### config.mk
export PLATFORM = sky130hd
export DESIGN_NAME = cartridge_bank_mapper
export DESIGN_NICKNAME = d
export VERILOG_FILES = /design/src/sv/cbm_pkg.sv /design/src/sv/cartridge_bank_mapper.sv /design/src/sv/cbm_front.sv /design/src/sv/cbm_queue.sv /design/src/sv/cbm_back.sv
export SDC_FILE = /design/constraint.sdc
export NUM_CORES = 1
export LEC_CHECK = 0
export BUFFER_PORTS_ARGS = -buffer_cell sky130_fd_sc_hd__buf_2
export CAP_MARGIN = 5
export CELL_PAD_IN_SITES_DETAIL_PLACEMENT = 0
export CELL_PAD_IN_SITES_GLOBAL_PLACEMENT = 2
export CORE_ASPECT_RATIO = 1.1
export CORE_MARGIN = 2
export CORE_UTILIZATION = 41
export DETAILED_ROUTE_END_ITERATION = 10
export PLACE_DENSITY = 0.77
export REMOVE_ABC_BUFFERS = 1
export SLEW_MARGIN = 25
export SYNTH_ARGS = -nofsm -noshare
export SYNTH_HDL_FRONTEND = slang
export SYNTH_SLANG_ARGS = --single-unit
### constraint.sdc
create_clock -name clock -period 4.7 [get_ports clock]
set_input_delay 0 -clock clock [delete_from_list [all_inputs] [get_ports clock]]
set_output_delay 0 -clock clock [all_outputs]
set_load 0.05 [all_outputs]
### src/sv/cbm_pkg.sv
`timescale 1ns / 1ps
// Shared types and constants for the cartridge bank mapper.
// No dependencies; every other file uses this package by scoped names.
package cbm_pkg;

   // Field widths
   localparam int ADDR_W     = 16;
   localparam int DATA_W     = 8;
   localparam int KIND_W     = 3;
   localparam int ROM_ADDR_W = 23;
   localparam int RAM_ADDR_W = 17;
   localparam int ROM_BANK_W = 9;
   localparam int RAM_BANK_W = 8;
   localparam int MAPPER_W   = 2;
   localparam int BANKS_W    = 5;
   localparam int CSR_IDX_W  = 1;
   localparam int CSR_DATA_W = 5;

   // Clock register file
   localparam int RTC_COUNT = 5;
   localparam int RTC_IDX_W = $clog2(RTC_COUNT);
   localparam logic [RAM_BANK_W-1:0] RTC_BASE = 8'd8;

   // Queue between decoder and executor
   localparam int QUEUE_DEPTH = 2;
   localparam int QUEUE_PTR_W = $clog2(QUEUE_DEPTH);
   localparam int QUEUE_CNT_W = $clog2(QUEUE_DEPTH + 1);

   // Configuration register indexes
   localparam logic [CSR_IDX_W-1:0] CSR_MAPPER_KIND = 1'd0;
   localparam logic [CSR_IDX_W-1:0] CSR_RAM_BANKS   = 1'd1;

   // Controller kinds
   localparam logic [MAPPER_W-1:0] MAPPER_MBC1   = 2'd0;
   localparam logic [MAPPER_W-1:0] MAPPER_MBC3   = 2'd1;
   localparam logic [MAPPER_W-1:0] MAPPER_MBC5   = 2'd2;
   localparam logic [MAPPER_W-1:0] MAPPER_UNUSED = 2'd3;

   // Result kinds
   localparam logic [KIND_W-1:0] KIND_ROM_RD = 3'd0;
   localparam logic [KIND_W-1:0] KIND_RAM_RD = 3'd1;
   localparam logic [KIND_W-1:0] KIND_RAM_WR = 3'd2;
   localparam logic [KIND_W-1:0] KIND_RTC_RD = 3'd3;
   localparam logic [KIND_W-1:0] KIND_REG_WR = 3'd4;
   localparam logic [KIND_W-1:0] KIND_ERROR  = 3'd5;

   // 8 KiB pages of the bus, selected by address[15:13]
   localparam logic [2:0] PAGE_ENABLE = 3'd0;
   localparam logic [2:0] PAGE_ROMSEL = 3'd1;
   localparam logic [2:0] PAGE_RAMSEL = 3'd2;
   localparam logic [2:0] PAGE_MODE   = 3'd3;
   localparam logic [2:0] PAGE_EXTRAM = 3'd5;

   localparam logic [3:0] RAM_ENABLE_KEY = 4'hA;

   typedef enum logic [2:0] {
      RGN_ENABLE,
      RGN_ROMSEL,
      RGN_RAMSEL,
      RGN_MODE,
      RGN_EXTRAM,
      RGN_NONE
   } region_type;

   typedef struct packed {
      logic              write;
      logic [ADDR_W-1:0] address;
      logic [DATA_W-1:0] data;
      region_type        region;
   } item_type;

endpackage

### src/sv/cartridge_bank_mapper.sv
`timescale 1ns / 1ps
// Cartridge bank mapper: MBC1/MBC3/MBC5 address translation and register file.
// A transaction accepted by the front end passes through a queue slot, then the
// result register. Throughput: one transaction per cycle while results are taken,
// set by the executor reading and updating the bank state.
// Reset (synchronous): MBC1 rules, four RAM banks, ROM bank 1, clock bytes zero.
module cartridge_bank_mapper (
   input  logic                              clock,
   input  logic                              reset,
   input  logic                              csr_write_enable,
   input  logic [cbm_pkg::CSR_IDX_W-1:0]     csr_index,
   input  logic [cbm_pkg::CSR_DATA_W-1:0]    csr_write_data,
   input  logic                              req_valid,
   output logic                              req_ready,
   input  logic                              req_operation,
   input  logic [cbm_pkg::ADDR_W-1:0]        req_address,
   input  logic [cbm_pkg::DATA_W-1:0]        req_write_data,
   output logic                              rsp_valid,
   input  logic                              rsp_ready,
   output logic [cbm_pkg::KIND_W-1:0]        rsp_kind,
   output logic [cbm_pkg::ROM_ADDR_W-1:0]    rsp_rom_address,
   output logic [cbm_pkg::RAM_ADDR_W-1:0]    rsp_ram_address,
   output logic [cbm_pkg::DATA_W-1:0]        rsp_rtc_data,
   output logic                              rsp_latch_pulse
);

   logic              queue_full;
   logic              push;
   cbm_pkg::item_type push_item;
   logic              pop;
   logic              head_valid;
   cbm_pkg::item_type head_item;

   cbm_front u_front (
      .req_valid      (req_valid),
      .req_ready      (req_ready),
      .req_operation  (req_operation),
      .req_address    (req_address),
      .req_write_data (req_write_data),
      .queue_full     (queue_full),
      .push           (push),
      .push_item      (push_item)
   );

   cbm_queue u_queue (
      .clock      (clock),
      .reset      (reset),
      .push       (push),
      .push_item  (push_item),
      .full       (queue_full),
      .pop        (pop),
      .head_valid (head_valid),
      .head_item  (head_item)
   );

   cbm_back u_back (
      .clock            (clock),
      .reset            (reset),
      .csr_write_enable (csr_write_enable),
      .csr_index        (csr_index),
      .csr_write_data   (csr_write_data),
      .head_valid       (head_valid),
      .head_item        (head_item),
      .pop              (pop),
      .rsp_valid        (rsp_valid),
      .rsp_ready        (rsp_ready),
      .rsp_kind         (rsp_kind),
      .rsp_rom_address  (rsp_rom_address),
      .rsp_ram_address  (rsp_ram_address),
      .rsp_rtc_data     (rsp_rtc_data),
      .rsp_latch_pulse  (rsp_latch_pulse)
   );

endmodule

### src/sv/cbm_front.sv
`timescale 1ns / 1ps
// Front end: accepts bus transactions and classifies them by address page.
// Depends on cbm_pkg.
module cbm_front (
   input  logic                         req_valid,
   output logic                         req_ready,
   input  logic                         req_operation,
   input  logic [cbm_pkg::ADDR_W-1:0]   req_address,
   input  logic [cbm_pkg::DATA_W-1:0]   req_write_data,
   input  logic                         queue_full,
   output logic                         push,
   output cbm_pkg::item_type            push_item
);

   cbm_pkg::region_type region;

   always_comb begin
      case (req_address[15:13])
         cbm_pkg::PAGE_ENABLE: region = cbm_pkg::RGN_ENABLE;
         cbm_pkg::PAGE_ROMSEL: region = cbm_pkg::RGN_ROMSEL;
         cbm_pkg::PAGE_RAMSEL: region = cbm_pkg::RGN_RAMSEL;
         cbm_pkg::PAGE_MODE:   region = cbm_pkg::RGN_MODE;
         cbm_pkg::PAGE_EXTRAM: region = cbm_pkg::RGN_EXTRAM;
         default:              region = cbm_pkg::RGN_NONE;
      endcase
   end

   assign req_ready         = !queue_full;
   assign push              = req_valid && !queue_full;
   assign push_item.write   = req_operation;
   assign push_item.address = req_address;
   assign push_item.data    = req_write_data;
   assign push_item.region  = region;

endmodule

### src/sv/cbm_queue.sv
`timescale 1ns / 1ps
// Short FIFO of classified transactions between front end and executor.
// Depends on cbm_pkg.
module cbm_queue (
   input  logic              clock,
   input  logic              reset,
   input  logic              push,
   input  cbm_pkg::item_type push_item,
   output logic              full,
   input  logic              pop,
   output logic              head_valid,
   output cbm_pkg::item_type head_item
);

   cbm_pkg::item_type                  entry_ff [cbm_pkg::QUEUE_DEPTH];
   logic [cbm_pkg::QUEUE_PTR_W-1:0]    wr_ptr_ff, wr_ptr_in;
   logic [cbm_pkg::QUEUE_PTR_W-1:0]    rd_ptr_ff, rd_ptr_in;
   logic [cbm_pkg::QUEUE_CNT_W-1:0]    count_ff, count_in;
   logic                               do_push;
   logic                               do_pop;

   assign full       = (count_ff == cbm_pkg::QUEUE_CNT_W'(cbm_pkg::QUEUE_DEPTH));
   assign head_valid = (count_ff != '0);
   assign head_item  = entry_ff[rd_ptr_ff];
   assign do_push    = push && !full;
   assign do_pop     = pop && head_valid;

   always_comb begin
      wr_ptr_in = wr_ptr_ff;
      rd_ptr_in = rd_ptr_ff;
      count_in  = count_ff;
      if (do_push) begin
         wr_ptr_in = (wr_ptr_ff == cbm_pkg::QUEUE_PTR_W'(cbm_pkg::QUEUE_DEPTH - 1)) ?
                     '0 : wr_ptr_ff + 1'b1;
      end
      if (do_pop) begin
         rd_ptr_in = (rd_ptr_ff == cbm_pkg::QUEUE_PTR_W'(cbm_pkg::QUEUE_DEPTH - 1)) ?
                     '0 : rd_ptr_ff + 1'b1;
      end
      if (do_push && !do_pop) begin
         count_in = count_ff + 1'b1;
      end else if (do_pop && !do_push) begin
         count_in = count_ff - 1'b1;
      end
   end

   always_ff @(posedge clock) begin
      if (reset) begin
         wr_ptr_ff <= '0;
         rd_ptr_ff <= '0;
         count_ff  <= '0;
      end else begin
         wr_ptr_ff <= wr_ptr_in;
         rd_ptr_ff <= rd_ptr_in;
         count_ff  <= count_in;
      end
   end

   always_ff @(posedge clock) begin
      if (do_push) begin
         entry_ff[wr_ptr_ff] <= push_item;
      end
   end

endmodule

### src/sv/cbm_back.sv
`timescale 1ns / 1ps
// Executor: holds bank state and configuration, carries out one queued item per
// cycle into the result register while it is free or taken. Depends on cbm_pkg.
module cbm_back (
   input  logic                              clock,
   input  logic                              reset,
   input  logic                              csr_write_enable,
   input  logic [cbm_pkg::CSR_IDX_W-1:0]     csr_index,
   input  logic [cbm_pkg::CSR_DATA_W-1:0]    csr_write_data,
   input  logic                              head_valid,
   input  cbm_pkg::item_type                 head_item,
   output logic                              pop,
   output logic                              rsp_valid,
   input  logic                              rsp_ready,
   output logic [cbm_pkg::KIND_W-1:0]        rsp_kind,
   output logic [cbm_pkg::ROM_ADDR_W-1:0]    rsp_rom_address,
   output logic [cbm_pkg::RAM_ADDR_W-1:0]    rsp_ram_address,
   output logic [cbm_pkg::DATA_W-1:0]        rsp_rtc_data,
   output logic                              rsp_latch_pulse
);

   // Configuration
   logic [cbm_pkg::MAPPER_W-1:0]   mapper_ff;
   logic [cbm_pkg::BANKS_W-1:0]    ram_banks_ff;

   // Controller state
   logic [cbm_pkg::ROM_BANK_W-1:0] rom_bank_ff, rom_bank_in;
   logic [cbm_pkg::RAM_BANK_W-1:0] ram_bank_ff, ram_bank_in;
   logic                           ram_enabled_ff, ram_enabled_in;
   logic                           bank_mode_ff, bank_mode_in;
   logic                           zero_seen_ff, zero_seen_in;
   logic [cbm_pkg::DATA_W-1:0]     clock_ff [cbm_pkg::RTC_COUNT];
   logic                           clock_we;

   // Result register
   logic                           rsp_valid_ff;
   logic [cbm_pkg::KIND_W-1:0]     kind_ff, kind_in;
   logic [cbm_pkg::ROM_ADDR_W-1:0] rom_addr_ff, rom_addr_in;
   logic [cbm_pkg::RAM_ADDR_W-1:0] ram_addr_ff, ram_addr_in;
   logic [cbm_pkg::DATA_W-1:0]     rtc_data_ff, rtc_data_in;
   logic                           latch_ff, latch_in;

   logic [cbm_pkg::RAM_BANK_W-1:0] rtc_off;
   logic [cbm_pkg::RTC_IDX_W-1:0]  rtc_idx;
   logic                           is_rtc;
   logic                           bank_missing;
   logic [cbm_pkg::RAM_BANK_W-1:0] banks_wide;
   logic [cbm_pkg::RAM_BANK_W-1:0] mbc1_ram_bank;
   logic [4:0]                     low5;
   logic [6:0]                     low7;
   logic [cbm_pkg::DATA_W-1:0]     v;

   assign pop = head_valid && (!rsp_valid_ff || rsp_ready);

   assign v            = head_item.data;
   assign banks_wide   = {3'b000, ram_banks_ff};
   assign rtc_off      = ram_bank_ff - cbm_pkg::RTC_BASE;
   assign rtc_idx      = rtc_off[cbm_pkg::RTC_IDX_W-1:0];
   assign is_rtc       = (mapper_ff == cbm_pkg::MAPPER_MBC3) &&
                         (ram_bank_ff >= cbm_pkg::RTC_BASE) &&
                         (rtc_off < cbm_pkg::RAM_BANK_W'(cbm_pkg::RTC_COUNT));
   assign bank_missing = (ram_bank_ff >= banks_wide);
   assign low5         = (v[4:0] == 5'd0) ? 5'd1 : v[4:0];
   assign low7         = (v[6:0] == 7'd0) ? 7'd1 : v[6:0];

   // MBC1 RAM bank select with clamp to the last present bank
   always_comb begin
      mbc1_ram_bank = {6'b000000, v[1:0]};
      if (mbc1_ram_bank >= banks_wide) begin
         mbc1_ram_bank = (ram_banks_ff == '0) ? '0 : banks_wide - 1'b1;
      end
   end

   always_comb begin
      rom_bank_in    = rom_bank_ff;
      ram_bank_in    = ram_bank_ff;
      ram_enabled_in = ram_enabled_ff;
      bank_mode_in   = bank_mode_ff;
      zero_seen_in   = zero_seen_ff;
      clock_we       = 1'b0;
      kind_in        = cbm_pkg::KIND_REG_WR;
      rom_addr_in    = '0;
      ram_addr_in    = '0;
      rtc_data_in    = '0;
      latch_in       = 1'b0;

      if (mapper_ff == cbm_pkg::MAPPER_UNUSED) begin
         kind_in = cbm_pkg::KIND_ERROR;
      end else if (!head_item.write) begin
         case (head_item.region)
            cbm_pkg::RGN_ENABLE, cbm_pkg::RGN_ROMSEL: begin
               kind_in     = cbm_pkg::KIND_ROM_RD;
               rom_addr_in = {7'd0, head_item.address};
            end
            cbm_pkg::RGN_RAMSEL, cbm_pkg::RGN_MODE: begin
               kind_in = cbm_pkg::KIND_ROM_RD;
               if (mapper_ff == cbm_pkg::MAPPER_MBC5) begin
                  rom_addr_in = {rom_bank_ff, head_item.address[13:0]};
               end else begin
                  rom_addr_in = {2'b00, rom_bank_ff[6:0], head_item.address[13:0]};
               end
            end
            cbm_pkg::RGN_EXTRAM: begin
               if (is_rtc) begin
                  kind_in     = cbm_pkg::KIND_RTC_RD;
                  rtc_data_in = clock_ff[rtc_idx];
               end else if (bank_missing) begin
                  kind_in = cbm_pkg::KIND_ERROR;
               end else begin
                  kind_in     = cbm_pkg::KIND_RAM_RD;
                  ram_addr_in = {ram_bank_ff[3:0], head_item.address[12:0]};
               end
            end
            default: kind_in = cbm_pkg::KIND_ERROR;
         endcase
      end else begin
         case (head_item.region)
            cbm_pkg::RGN_ENABLE: ram_enabled_in = (v[3:0] == cbm_pkg::RAM_ENABLE_KEY);
            cbm_pkg::RGN_ROMSEL: begin
               if (mapper_ff == cbm_pkg::MAPPER_MBC1) begin
                  rom_bank_in = {2'b00, rom_bank_ff[6:5], low5};
               end else if (mapper_ff == cbm_pkg::MAPPER_MBC3) begin
                  rom_bank_in = {2'b00, low7};
               end else if (!head_item.address[12]) begin
                  rom_bank_in = {rom_bank_ff[8], v};
               end else begin
                  rom_bank_in = {v[0], rom_bank_ff[7:0]};
               end
            end
            cbm_pkg::RGN_RAMSEL: begin
               if (mapper_ff == cbm_pkg::MAPPER_MBC1) begin
                  if (bank_mode_ff) begin
                     ram_bank_in = mbc1_ram_bank;
                  end else begin
                     rom_bank_in = {2'b00, v[1:0], rom_bank_ff[4:0]};
                  end
               end else if (mapper_ff == cbm_pkg::MAPPER_MBC3) begin
                  ram_bank_in = v;
               end else begin
                  ram_bank_in = {4'd0, v[3:0]};
               end
            end
            cbm_pkg::RGN_MODE: begin
               if (mapper_ff == cbm_pkg::MAPPER_MBC1) begin
                  bank_mode_in = v[0];
               end else if (mapper_ff == cbm_pkg::MAPPER_MBC3) begin
                  // latch fires on a zero write followed directly by a one
                  if (v == 8'd0) begin
                     zero_seen_in = 1'b1;
                  end else begin
                     zero_seen_in = 1'b0;
                     latch_in     = zero_seen_ff && (v == 8'd1);
                  end
               end
            end
            cbm_pkg::RGN_EXTRAM: begin
               if ((mapper_ff != cbm_pkg::MAPPER_MBC3) || (ram_bank_ff <= 8'd3)) begin
                  if (bank_missing) begin
                     kind_in = cbm_pkg::KIND_ERROR;
                  end else if (ram_enabled_ff) begin
                     kind_in     = cbm_pkg::KIND_RAM_WR;
                     ram_addr_in = {ram_bank_ff[3:0], head_item.address[12:0]};
                  end
               end else if (is_rtc) begin
                  clock_we = 1'b1;
               end else begin
                  kind_in = cbm_pkg::KIND_ERROR;
               end
            end
            default: kind_in = cbm_pkg::KIND_ERROR;
         endcase
      end
   end

   always_ff @(posedge clock) begin
      if (reset) begin
         mapper_ff      <= cbm_pkg::MAPPER_MBC1;
         ram_banks_ff   <= 5'd4;
         rom_bank_ff    <= 9'd1;
         ram_bank_ff    <= '0;
         ram_enabled_ff <= 1'b0;
         bank_mode_ff   <= 1'b0;
         zero_seen_ff   <= 1'b0;
         rsp_valid_ff   <= 1'b0;
         for (int i = 0; i < cbm_pkg::RTC_COUNT; i++) begin
            clock_ff[i] <= '0;
         end
      end else begin
         if (csr_write_enable) begin
            case (csr_index)
               cbm_pkg::CSR_MAPPER_KIND: mapper_ff    <= csr_write_data[1:0];
               cbm_pkg::CSR_RAM_BANKS:   ram_banks_ff <= csr_write_data;
               default: ;
            endcase
         end
         if (pop) begin
            rom_bank_ff    <= rom_bank_in;
            ram_bank_ff    <= ram_bank_in;
            ram_enabled_ff <= ram_enabled_in;
            bank_mode_ff   <= bank_mode_in;
            zero_seen_ff   <= zero_seen_in;
            if (clock_we) begin
               clock_ff[rtc_idx] <= v;
            end
         end
         rsp_valid_ff <= pop || (rsp_valid_ff && !rsp_ready);
      end
   end

   // Result payload: load on pop, hold while stalled
   always_ff @(posedge clock) begin
      if (pop) begin
         kind_ff     <= kind_in;
         rom_addr_ff <= rom_addr_in;
         ram_addr_ff <= ram_addr_in;
         rtc_data_ff <= rtc_data_in;
         latch_ff    <= latch_in;
      end
   end

   assign rsp_valid       = rsp_valid_ff;
   assign rsp_kind        = kind_ff;
   assign rsp_rom_address = rom_addr_ff;
   assign rsp_ram_address = ram_addr_ff;
   assign rsp_rtc_data    = rtc_data_ff;
   assign rsp_latch_pulse = latch_ff;

endmodule

* After elaboration in Yosys (flattened, before gate mapping)
Memories as Yosys holds them, arrays and structs flattened. A register that Yosys moved wholly into a read port is not among the register bits.
Cells that the tools add are included.
** Storage, ports and cells
- RAM bits :: 96
- Memories kept :: 2
- Output and inout port bits :: 54
- Latch bits :: 0
- Flip-flop bits (word level) :: 76
- Input port bits :: 36
- ROM bits :: 0
** Operators by class
- Div/mod/pow operators :: 0
- Reductions and logical operators :: 45
- Bitwise logic cells :: 9
- Multiply operators :: 0
- Equal/unequal tests :: 23
- Muxes and demuxes :: 56
- $lt $le $gt $ge :: 5
- Add/subtract/negate cells :: 6
- Shifts and indexed selects :: 0
** Memory list
- u_queue.entry_ff :: words 2, bits a word 28, rd ports 1, clocked after Yosys merged registers in 1, write ports 1, RTL line cbm_queue.sv:15 : cbm_pkg::item_type entry_ff [cbm_pkg::QUEUE_DEPTH];
- u_back.clock_ff :: words 5, bits a word 8, rd ports 1, clocked after Yosys merged registers in 1, write ports 5, RTL line cbm_back.sv:32 : logic [cbm_pkg::DATA_W-1:0] clock_ff [cbm_pkg::RTC_COUNT];
** Operator list (count)
- 17-bit 2-to-1 mux :: 8
- 8-bit 2-to-1 mux :: 6
- 23-bit case mux with 2 select lines :: 1
- 9-bit 2-to-1 mux :: 5
- 23-bit 2-to-1 mux :: 1
- 3-bit 2-to-1 mux :: 7
- 1-bit 2-to-1 mux :: 20
- 9-bit case mux with 2 select lines :: 1
- 3-bit case mux with 5 select lines :: 1
- 7-bit AND reduction :: 2
- 3-bit by 2-bit equality test with 1-bit output, second input constant :: 4
- 3-bit case mux with 2 select lines :: 2
- 6-bit AND reduction :: 2
- 1-bit logical AND :: 10
- 5-bit logical NOT :: 2
- 5-bit AND reduction :: 2
- 1-bit inverter :: 9
- 8-bit by 1-bit equality test with 1-bit output, second input constant :: 1
- 8-bit by 4-bit greater-or-equal comparator with 1-bit output, second input constant :: 1
- 8-bit by 5-bit greater-or-equal comparator with 1-bit output :: 1
- 8-bit by 2-bit <= comparator with 1-bit output, second input constant :: 1
- 8-bit logical NOT :: 1
- 8-bit by 3-bit < comparator with 1-bit output, second input constant :: 1
- 8-bit AND reduction :: 1
- 31 further kinds :: 54

* Logic depth before layout (Yosys ltp)
- Depth after elaboration :: 14
- Mapped depth :: 11

* By module
Synthesis repeated with hierarchy kept, for this count alone.
** Second synthesis, totals
- Cell total of the unflattened synthesis :: 686
- Area total of the unflattened synthesis :: 9028.7 sq um
** Modules (own cells, without submodules)
- cbm_back :: sequential area each 4043.9 sq um, cells an instance 542, times used 1, area each 6568.8 sq um
- cbm_queue :: sequential area each 1781.7 sq um, cells an instance 112, times used 1, area each 2237.1 sq um
- cbm_front :: sequential area each 0.0 sq um, cells an instance 32, times used 1, area each 222.7 sq um

* Worst setup path after synthesis
No wires, ideal clock.
- Path kind :: register to register
- Start :: register u_back.rsp_valid_ff (netlist: u_back.rsp_valid)
- End :: register u_queue.count_ff[1] (netlist bit)
- Buffers on the path :: 0
- Slack :: 0.589 ns
- Arrival :: 4.040 ns
- Required time :: 4.630 ns
- Period minus slack after synthesis :: 4.111 ns
- Library setup time :: 0.070 ns
- Cell stages (with the launch flop) :: 7
- Cell sequence :: dfxtp_1 > nor2b_1 > nor2_1 > inv_1 > ha_1 > or3_1 > a21oi_1
** Between the ends
- Word-level cells in the longest chain between the ends :: 7
- Elaborated cells on any way between the ends :: 9
- Those cells by class :: 1 x mux; 8 x reduce/logical
** Ends and longest elaborated chain
- from (decl) :: RTL line cbm_back.sv:36 : logic rsp_valid_ff;
- from (signal assigned) :: RTL line cbm_back.sv:206 : rsp_valid_ff <= pop || (rsp_valid_ff && !rsp_ready);
- 1-bit logical NOT * :: RTL line cbm_back.sv:53 : assign pop = head_valid && (!rsp_valid_ff || rsp_ready);
- 1-bit logical OR * :: RTL line cbm_back.sv:53
- 1-bit logical AND * :: RTL line cbm_back.sv:53
- via pop :: RTL line cartridge_bank_mapper.sv:30 : logic pop;
- 1-bit logical AND * :: RTL line cbm_queue.sv:26 : assign do_pop = pop && head_valid;
- 1-bit logical NOT :: RTL line cbm_queue.sv:40 : if (do_push && !do_pop) begin
- 1-bit logical AND :: RTL line cbm_queue.sv:40
- 2-bit 2-to-1 mux / 2-bit nonzero test (equally long branches)
- to (signal assigned) :: RTL line cbm_queue.sv:55 : count_ff <= count_in;
- to (decl) :: RTL line cbm_queue.sv:18 : logic [cbm_pkg::QUEUE_CNT_W-1:0] count_ff, count_in;
Mark *: on every way through the listed nets, which the timed path passes. The rest lies on a longest branch.
A chain may end at the register's enable or synchronous reset.

==> flow_metrics.env <==
export IMPL_ys_ff_latch=205
export IMPL_numCtsBuffers=22
export IMPL_period_needed_ns=3.25
export IMPL_synthesis_area_mm2=0.00851
export IMPL_synth_top_family_by_area="simple AND/OR/NAND/NOR gates"
export IMPL_grt_pass1_vias=5517
export IMPL_yosys_warnings=0
export IMPL_grt_first_pass_wirelength_um=30000
export IMPL_synth_edff_count=172
export IMPL_nets=845
export IMPL_diodes=0
export IMPL_path_class="register to register"
export IMPL_ir_drop_mv=0.407
export IMPL_clk_pin_slew_worst_paths_ns=0.06
export IMPL_period_share=0.691
export IMPL_ant_nets=0
export IMPL_netlist_instances=629
export IMPL_die_h_um=155
export IMPL_r2r_cells=5
export IMPL_placed_cell_area_mm2=0.00937
export IMPL_layout_drive_gt1_share=0.205
export IMPL_synth_xor_area_frac=0.00515
export IMPL_globalplace_congestion=0.813
export IMPL_yosys_area_share_simple=0.132
export IMPL_fin_cells=1066
export IMPL_antenna_found_initial=0
export IMPL_max_slew_margin=0.321
export IMPL_fillCellCount=1768
export IMPL_yosysSeqAreaShare=0.685
export IMPL_worst_slew_pin_slew_ns=0.990
export IMPL_holdBufCountCts=42
export IMPL_ys_flop_type="edfxtp_1"
export IMPL_power_leakage_nw=3.96
export IMPL_cp_required_ns=4.87
export IMPL_yosys_mux_area_fraction=0.0851
export IMPL_detailroute_via_count=5463
export IMPL_insertion_delay_ns=0.50
export IMPL_cp_end_kind="register"
export IMPL_post_cts_buffers=0
export IMPL_cts_tree="yes"
export IMPL_arrival_ns=3.42
export IMPL_critPathSlowestCell="dfxtp_2"
export IMPL_dieArea_mm2=0.0219
export IMPL_synth_compound_area_frac=0.0504
export IMPL_row_count=55
export IMPL_cts_root_buf="clkbuf_16"
export IMPL_grt_use_total=0.175
export IMPL_worstPathMaxFanout=27
export IMPL_dpl_cell_count=985
export IMPL_hold_path_class="primary input to register"
export IMPL_start_util=0.416
export IMPL_ys_types=52
export IMPL_htree_levels=1
export IMPL_routed_wl_um=19200
export IMPL_setup_violations_final=0
export IMPL_fin_area_mm2=0.0106
export IMPL_slowest_delay_ns=0.74
export IMPL_grt_overflow_total=0
export IMPL_power_density_mw_per_mm2=578
export IMPL_avgSynthCellArea_um2=13.5
export IMPL_worstSetupStartpointType="register"
export IMPL_whs_ns=0.0643
export IMPL_detail_route_wl_per_cell_um=18.0
export IMPL_clock_path_buffers=3
export IMPL_io_pins=90
export IMPL_cts_sinks=205
export IMPL_min_path_cells=2
export IMPL_max_freq_ghz=0.308
export IMPL_rsz0062_at_grt="no"
export IMPL_cts_resized=0
export IMPL_drt_initial_drc_count=303
export IMPL_async_flop_share=0
export IMPL_synthAdderAreaFrac=0.0206
export IMPL_syn_to_final_growth_pct=24.0
export IMPL_drv_cap=0
export IMPL_dr_pass1_iters=4
export IMPL_grt_max_degree=56
export IMPL_crit_chain="mux2i_1 > or4_1 > nor4_4 > and2_1 > a21o_1"
export IMPL_numPortBuffers=89
export IMPL_status="finished clean"
export IMPL_core_mm2=0.0204
export IMPL_setup_tns_ns=0
export IMPL_timing_final_hold_violations=0
export IMPL_die_w_um=141
export IMPL_viasPerCell=5.12
export IMPL_maxSlewViolCount=0
export IMPL_drc_errors=0
export IMPL_finClkSkew_ns=0.0159
export IMPL_dpl_hpwl_um=12400
-- cell usage in the layout (no fill, tap or decap), types with 3 or more instances in the layout --
cell and n:
nor3_1 9, inv_1 22, xor2_1 3, dfxtp_1 32
nor4bb_1 3, bufinv_16 4, mux2i_1 33, or4_1 3
a31o_2 3, dlygate4sd3_1 42, buf_4 13, edfxtp_1 172
nand4_1 4, conb_1 24, ha_1 14, nand3_1 10
mux2_2 3, a211oi_1 10, nand3b_1 3, nand2b_1 7
o21ai_0 7, nor4_1 3, nand2_1 36, nor2_1 127
a21oi_1 29, clkbuf_16 22, and3_1 9, nor2b_1 6
mux4_2 16, and4_1 3, buf_2 89, clkinv_1 4
-- layer usage --
layer / global-route usage / wire length, µm / vias up
met4: 0.0433 / 286 / 0
met3: 0.0286 / 748 / 23
li1: - / - / 2631
met5: 0 / 0 / -
met1: 0.227 / 8330 / 2696
met2: 0.308 / 9820 / 113
-- sequential cells by signal, indices dropped and copies added, names as in the netlist, 2 cells and up, named ones only --
register                count
u_back.mapper_ff            2
u_back.rsp_rom_address     23
u_back.rsp_kind             3
u_queue.entry_ff           56
u_back.ram_banks_ff         5
u_back.rom_bank_ff          9
u_back.ram_bank_ff          8
u_back.clock_ff            64
u_back.rsp_ram_address     17
u_queue.count_ff            2
u_back.rsp_rtc_data         8
-- path summary, 6_finish.rpt --
kind,start,endpoint,slack [ns]
hold reg to reg,u_back.zero_seen_ff$_SDFFE_PP0P_,u_back.zero_seen_ff$_SDFFE_PP0P_,0.46
hold / removal,reset,u_back.rsp_valid$_SDFF_PP0_,0.06
setup / recovery,register,u_back.clock_ff[0][5]$_SDFFCE_PN0P_,1.45
setup reg to reg,register,u_back.clock_ff[0][5]$_SDFFCE_PN0P_,1.45
-- critical path, delay by kind of cell, from the launching register on --
kind            cells  cell delay [ns]
mux                 1             0.27
compound gates      1             0.35
flops               1             0.74
simple gates        3             1.55
-- cell type report --
| class | count | area (µm²) | area share |
|---|---|---|---|
| Tap cell | 256 | 320 | 0.0303 |
| Timing Repair Buffer | 144 | 963 | 0.0913 |
| Sequential cell | 205 | 5830 | 0.552 |
| Multi-Input combinational cell | 400 | 2610 | 0.247 |
| Clock buffer | 24 | 558 | 0.0529 |
| Inverter | 22 | 82.6 | 0.00782 |
| Clock inverter | 15 | 195 | 0.0185 |
-- cell families after synthesis --
logic type | count (synthesis)
other | 1
DFF | 205
adders and majority gates | 14
AOI/OAI and AO/OA | 66
muxes | 52
buffers and inverters | 47
xor gates and xnor gates | 5
and+or+nand+nor | 239
-- Yosys cell counts, drive strengths merged (2+ instances only) --
cell	instances	area share
and4	3	0.0031
o21bai	2	0.0018
nor4b	2	0.0021
xnor2	2	0.0021
clkbuf	15	0.0066
nor3	11	0.0076
o21ai	7	0.0041
nand3	10	0.0059
nor4	4	0.0047
mux4	16	0.042
a21o	2	0.0018
a21oi	29	0.017
mux2i	33	0.039
mux2	3	0.0040
a22oi	2	0.0018
or4	3	0.0026
nand3b	3	0.0026
and2	2	0.0015
nor4bb	3	0.0035
nor2	129	0.057
o41ai	2	0.0021
nand4	4	0.0029
and3	9	0.0066
nand2	36	0.016
inv	22	0.0097
a211oi	11	0.010
ha	14	0.021
a31o	3	0.0031
dfxtp	33	0.078
buf	10	0.0050
edfxtp	172	0.61
a311oi	2	0.0021
nand2b	7	0.0051
nor2b	6	0.0044
or3	2	0.0015
xor2	3	0.0031
-- where the power goes --
group	internal [mW]	switching (mW)
sequential	2.44	0.139
combinational	0.390	1.34
clock	1.09	0.712
-- metrics by stage --
stage	worst slack [ns]	total power, mW	utilization
3_3_place_gp	1.61	4.30	0.459
2_1_floorplan	0.590	3.84	-
6_report	1.45	6.11	0.516
4_1_cts	1.46	6.17	0.516
5_1_grt	1.22	6.36	0.516
3_5_place_dp	1.49	4.33	0.459
Power figures use the tool's default switching activity.
